**src/design/adc_pkg.sv**
```systemverilog
// Shared widths, register map and types for the anisotropic distance check.
package adc_pkg;

	localparam int COORD_W     = 16;
	localparam int DIFF_W      = COORD_W + 1;
	localparam int ROT_W       = 16;
	localparam int PROD_W      = DIFF_W + ROT_W;
	localparam int ROT_SUM_W   = PROD_W + 1;
	localparam int SCALE_W     = 16;
	localparam int SCALED_W    = ROT_SUM_W + SCALE_W + 1;
	localparam int FRAC_DROP   = 18;
	localparam int COMP_W      = 25;
	localparam int SQ_W        = 2 * (COMP_W - 2) + 1;
	localparam int SUM_W       = SQ_W + 1;
	localparam int ROOT_W      = SUM_W / 2;
	localparam int DIST_W      = 24;
	localparam int RADIUS_W    = 24;

	localparam int APB_ADDR_W  = 5;
	localparam int APB_DATA_W  = 32;
	localparam int REG_IDX_W   = 3;

	typedef enum logic [REG_IDX_W-1:0] {
		REG_RADIUS      = 3'd0,
		REG_ROT_00      = 3'd1,
		REG_ROT_01      = 3'd2,
		REG_ROT_10      = 3'd3,
		REG_ROT_11      = 3'd4,
		REG_INV_SCALE_X = 3'd5,
		REG_INV_SCALE_Y = 3'd6
	} reg_idx_t;

	localparam logic [RADIUS_W-1:0]     RADIUS_RST = '1;
	localparam logic signed [ROT_W-1:0] ROT_ONE    = 16'sd16384;
	localparam logic [SCALE_W-1:0]      SCALE_ONE  = 16'd4096;

endpackage

```
**src/design/adc_isqrt.sv**
```systemverilog
// Pipelined square root, one root bit per stage, returns root and remainder.
module adc_isqrt (
	input  logic                         clk,
	input  logic                         arst_n,
	input  logic                         en,
	input  logic                         sum_vld,
	input  logic [adc_pkg::SUM_W-1:0]    sum,
	output logic                         root_vld,
	output logic [adc_pkg::ROOT_W-1:0]   root,
	output logic [adc_pkg::SUM_W-1:0]    rem
);

	localparam int TRIAL_W = adc_pkg::SUM_W + 1;

	logic [adc_pkg::SUM_W-1:0]  rem_s  [adc_pkg::ROOT_W];
	logic [adc_pkg::ROOT_W-1:0] root_s [adc_pkg::ROOT_W];
	logic                       vld_s  [adc_pkg::ROOT_W];

	for (genvar j = 0; j < adc_pkg::ROOT_W; j++) begin : g_step
		localparam int K = adc_pkg::ROOT_W - 1 - j;

		logic [adc_pkg::SUM_W-1:0]  rem_in;
		logic [adc_pkg::ROOT_W-1:0] root_in;
		logic                       vld_in;
		logic [TRIAL_W-1:0]         trial;
		logic                       take;

		if (j == 0) begin : g_first
			assign rem_in  = sum;
			assign root_in = '0;
			assign vld_in  = sum_vld;
		end else begin : g_next
			assign rem_in  = rem_s[j-1];
			assign root_in = root_s[j-1];
			assign vld_in  = vld_s[j-1];
		end

		// (Q + 2^k)^2 - Q^2 = Q*2^(k+1) + 2^(2k)
		assign trial = (TRIAL_W'(root_in) << (K + 1)) | (TRIAL_W'(1) << (2 * K));
		assign take  = {1'b0, rem_in} >= trial;

		always_ff @(posedge clk or negedge arst_n) begin
			if (!arst_n) begin
				vld_s[j] <= 1'b0;
			end else if (en) begin
				vld_s[j] <= vld_in;
			end
		end

		always_ff @(posedge clk) begin
			if (en) begin
				if (take) begin
					rem_s[j]  <= rem_in - trial[adc_pkg::SUM_W-1:0];
					root_s[j] <= root_in | (adc_pkg::ROOT_W'(1) << K);
				end else begin
					rem_s[j]  <= rem_in;
					root_s[j] <= root_in;
				end
			end
		end
	end

	assign root_vld = vld_s[adc_pkg::ROOT_W-1];
	assign root     = root_s[adc_pkg::ROOT_W-1];
	assign rem      = rem_s[adc_pkg::ROOT_W-1];

endmodule

```
**config.mk**
```make
export PLATFORM = sky130hd
export DESIGN_NAME = adc_isqrt
export DESIGN_NICKNAME = d
export VERILOG_FILES = /design/src/design/adc_pkg.sv /design/src/design/adc_isqrt.sv
export SDC_FILE = /design/constraint.sdc
export NUM_CORES = 2
export LEC_CHECK = 0
export BUFFER_PORTS_ARGS = -buffer_cell sky130_fd_sc_hd__buf_2
export CORE_MARGIN = 5
export CORE_UTILIZATION = 45
export CTS_CLUSTER_SIZE = 8
export DETAILED_ROUTE_END_ITERATION = 10
export GPL_TIMING_DRIVEN = 0
export HOLD_SLACK_MARGIN = 0.08
export MAX_ROUTING_LAYER = met4
export PLACE_DENSITY_LB_ADDON = 0.15
export SETUP_SLACK_MARGIN = 0.1
export SYNTH_ARGS = -nofsm -noshare
export SYNTH_HDL_FRONTEND = slang
export SYNTH_SLANG_ARGS = --single-unit
```
**constraint.sdc**
```tcl
create_clock -name clk -period 7.56 [get_ports clk]
set_input_delay 1.134 -clock clk [delete_from_list [all_inputs] [get_ports clk]]
set_output_delay 1.134 -clock clk [all_outputs]
set_load 0.02 [all_outputs]
```
Word-level counts from Yosys, hierarchy flattened
Memory sizes are Yosys's and may differ from the RTL's. Index checks and enable logic that the tools add are counted.

Register bits after elaboration: 24. Bits in writable memories: 1728. Bits of input ports: 52. Output and inout bits: 73. Word-level logic and storage cells: 314. Memories kept: 2.

Memories: rem_s (words 24, width 48, rd ports 24, clocked after Yosys merged registers in 0, write ports 24, line adc_isqrt.sv:15) `logic [adc_pkg::SUM_W-1:0] rem_s [adc_pkg::ROOT_W];`; root_s (words 24, width 24, rd ports 24, clocked after Yosys merged registers in 0, write ports 24, line adc_isqrt.sv:16) `logic [adc_pkg::ROOT_W-1:0] root_s [adc_pkg::ROOT_W];`.

Add/subtract/negate cells: 24. Magnitude comparators: 24. Muxes and demuxes: 192. Bitwise gates (word level): 48.

Operators by type and width (number): two-way mux 48 bit (24); two-way mux 24 bit (24); two-way mux 1 bit (144); >= comparator 48 x 25 -> 1 bit (1); >= comparator 48 x 26 -> 1 bit (1); >= comparator 48 x 27 -> 1 bit (1); >= comparator 48 x 28 -> 1 bit (1); >= comparator 48 x 29 -> 1 bit (1); >= comparator 48 x 30 -> 1 bit (1); >= comparator 48 x 31 -> 1 bit (1); >= comparator 48 x 32 -> 1 bit (1); >= comparator 48 x 33 -> 1 bit (1); >= comparator 48 x 34 -> 1 bit (1); >= comparator 48 x 35 -> 1 bit (1); >= comparator 48 x 36 -> 1 bit (1); >= comparator 48 x 37 -> 1 bit (1); >= comparator 48 x 38 -> 1 bit (1); >= comparator 48 x 39 -> 1 bit (1); >= comparator 48 x 40 -> 1 bit (1); >= comparator 48 x 41 -> 1 bit (1); >= comparator 48 x 42 -> 1 bit (1); >= comparator 48 x 43 -> 1 bit (1); >= comparator 48 x 44 -> 1 bit (1); >= comparator 48 x 45 -> 1 bit (1); other kinds (28) (75).

Logic depth before layout (Yosys ltp)
An unclocked memory read counts as a cell.

Depth after elaboration: 6. Gate-level depth with buffers: 13. Depth with buffers taken out: 11.

Worst setup path before layout
No wires, ideal clock.

Path type: input port to flip-flop. Start point: input en. End point: memory rem_s[5][48] (netlist bit), enable pin. Library setup time: 0.453 ns. Arrival time: 4.108 ns. Data required time: 7.107 ns. Setup slack: 2.999 ns. Stages: 5. Buffers on the path: 5. Path through: clkbuf_1 clkbuf_1 clkbuf_1 clkbuf_1 clkbuf_1.

RTL lines: start: declaration (line adc_isqrt.sv:5) `input logic en,`; end: declaration (line adc_isqrt.sv:15).

==> results_dict.tcl <==
set metrics [dict create \
    synth.top_cell.area_share_pct 61.13 \
    h-tree-depth 4 \
    drt-total-wl_um 163100 \
    worstRegToRegCells 12 \
    r2r_start "root_s[2][53]" \
    cp_slowest_cell "a211oi_1" \
    setup_tns_ns 0 \
    syn-num-nets 6090 \
    drive_gt1_share_pct 8.719 \
    placed_cells 7927 \
    fmax_ghz 0.1954 \
    p_leak_nw 29.95 \
    drtAntennaViolNets 0 \
    path_depth 12 \
    grt_max_degree 73 \
    r2r-end "rem_s[4][169]" \
    dr.pass1.iters 6 \
    synth.ff_latch_count 1476 \
    ys_seq_area_share_pct 61.98 \
    fin_crit_ns 5.119 \
    ctsResizeCount 0 \
    synth_area_leaders "edfxtp_1, ha_1, xor2_1" \
    path_cells "inv_1, ha_1, nor2b_1, o21ai_0, a21oi_1, o21ai_0, a21oi_1, a211oi_1, clkbuf_1, buf_1, nand2_1, o21ai_0" \
    rrSetupSlack_ns 2.44 \
    gp_congestion 0.9405 \
    hold_viol_final 0 \
    crit_top_cell "o21ai_0" \
    cts_root_buf "clkbuf_16" \
    synth_cell_types 81 \
    skew_ns 0.07095 \
    drv_slew 0 \
    hold_buffers 0 \
    synth-main-ff-cell "edfxtp_1" \
    period_share_pct 67.71 \
    finalPower_mw 23.50 \
    timing.slew.headroom_pct 17.42 \
    drt_iter0_drc 2977 \
    tritoncts "done" \
    path_class "flop to flop" \
    fill_cells 13470 \
    area_delta_synth_final_pct 12.89 \
    async_flop_share_pct 1.626 \
    cts_sinks 1476 \
    power_density_mw_per_mm2 291.9 \
    die_x_um 408.1 \
    finish.utilization_pct 50.96 \
    tightest_slew_ns 1.231 \
    path_clk_slew_ns 0.05 \
    grt_usage_pct 19.98 \
    path_delay_family "compound AO/OA/AOI/OAI gates" \
    die_y_um 408.1 \
    post-dp-hpwl_um 126000 \
    stdcell_count 8162 \
    critical_path_buf_inv_count 3 \
    netlist.top_cell.by_area "edfxtp_1" \
    ioPinCount 125 \
    synth_edf_count 1452 \
    routedWlPerCell_um 19.99 \
    via_count 45240 \
    numCtsBuffers 204 \
    fin_hold_ws_ns 0.3248 \
    dp_slack_ns 2.135 \
    rsz0062_at_grt "no" \
    placed_area_mm2 0.07497 \
    overflow 0 \
    setup_viol 0 \
    vias_per_cell 5.543 \
    drc 0 \
    end_kind "flop" \
    synth.avg_cell_area_um2 12.48 \
    grt_pass1_vias 46510 \
    setup_ws_ns 2.441 \
    crit_path_max_incr_delay_ns 1.06 \
    yosysWarnings 0 \
    syn_area_mm2 0.07132 \
    worst_ep_required_time_ns 8.21 \
    peakVddDrop_uv 230.8 \
    clkLatencyLatePin_ns 0.82 \
    cp-start-kind "flop" \
    initial_core_util_pct 45.14 \
    cp_data_arrival_time_ns 5.77 \
    grt_pass1_wl_um 255800 \
    antenna_found_initial 1 \
    hold_class "input pin to asynchronous set/reset pin" \
    clk_path_buf_depth 3 \
    postCtsSetupBuffers 0 \
    nNetsFinal 6437 \
    drv_cap 0 \
    outcome "finished, final reports clean" \
    final_cell_area_mm2 0.08052 \
    netlist_instances 5714 \
    io_buffers 123 \
    n_antenna_cell 0 \
    die_area_mm2 0.1666 \
    placement_rows 146 \
    critPathMaxFanout 10 \
    core_mm2 0.1580 \
]
[synthesized netlist by cell type, drive strengths merged (12+ instances only)]
master,number
nand2b,67
and4,12
or3,60
and3,27
and2,24
a31oi,35
a21o,99
mux2,65
nand4b,27
ha,324
a21oi,264
edfxtp,1452
a211oi,31
o21ai,342
nor4b,32
o21a,60
nand3,88
or2,25
nand3b,22
a21boi,17
nor2,297
o31ai,32
buf,23
xor2,289
o211ai,26
nor3,155
nand2,426
nor3b,17
o21bai,33
clkbuf,122
nor2b,49
nand4,85
nor4,213
mux2i,13
xnor2,235
or4,52
inv,403
dfrtp,24
[worst max path at each step]
| stage | startpoint | endpoint | slack, ns |
|---|---|---|---|
| after floorplan | en | rem_s[5][48] | 3.00 |
| after global placement | en | rem_s[4][1] | -1.71 |
| after detailed placement | en | rem_s[5][165] | 2.14 |
| after CTS | root_s[2][53] | rem_s[4][169] | 2.41 |
| after global routing | root_s[2][53] | rem_s[4][171] | 2.32 |
| final | root_s[2][53] | rem_s[4][169] | 2.44 |
[metal layers]
layer,GRT usage [%],part of all wire (%)
met1,21.22,38
met2,36.66,53
met3,2.877,3.6
met4,9.319,4.7
met5,-,0
[kinds of logic (layout without fill, tap and decap cells)]
kind of cell / Yosys count / after routing / synth area share (%)
AOI/OAI and AO/OA: 1061 / 1061 / 9.272
adders and majority gates: 324 / 324 / 5.684
buffers and inverters: 548 / 924 / 2.907
xor gates and xnor gates: 524 / 524 / 6.435
and+or+nand+nor: 1703 / 1703 / 12.52
DFF: 1476 / 1476 / 61.98
muxes: 78 / 78 / 1.209
[power by group]
group	switching, mW	internal [mW]	leakage (nW)
sequential	0.741	10.4	14.2
combinational	2.56	1.77	13.1
clock	3.29	4.78	2.68
total	6.59	16.9	30.0
[layout by cell type, fill, tap and decap left out, types with 24 or more instances in the layout]
cell type  synthesis  final
nand3_1           88     88
o21bai_1          33     33
buf_2             13    137
xor2_1           289    289
clkbuf_16          0    205
a31oi_1           35     35
mux2_2            64     64
xnor2_1          235    235
or3_1             60     60
inv_1            403    403
o211ai_1          26     26
a21oi_1          264    264
and3_1            27     27
and2_1            24     24
nand2_1          426    426
a21o_1            99     99
o21a_1            60     60
nor2_1           297    297
edfxtp_1        1452   1452
nand2b_1          67     67
a211oi_1          30     29
nor2b_1           49     49
nand4_1           85     85
ha_1             324    324
nor4_1           213    210
dfrtp_1           24     24
o31ai_1           32     32
nor3_1           155    155
nor4b_1           32     32
nand4b_1          27     27
o21ai_0          338    338
or2_2             25     25
clkbuf_1         122    106
or4_1             50     50
[registers in the layout, indices dropped and copies added (netlist names)]
name / count
g_step.vld_in: 23
root_vld: 1
rem_s: 1152
root_s: 300
[cell type report]
type                       instances  area [µm²]  area share [%]
timing repair buffer             141       978.4           1.215
sequential                      1476       44200           54.90
inverter                         403        1513           1.879
tap                             2072        2592           3.220
multi-input combinational       3690       25080           31.14
buffer                           145       618.1          0.7677
clock buffer                     216        5171           6.422
clock inverter                    19       366.6          0.4553
(Power assumes the default switching activity.)
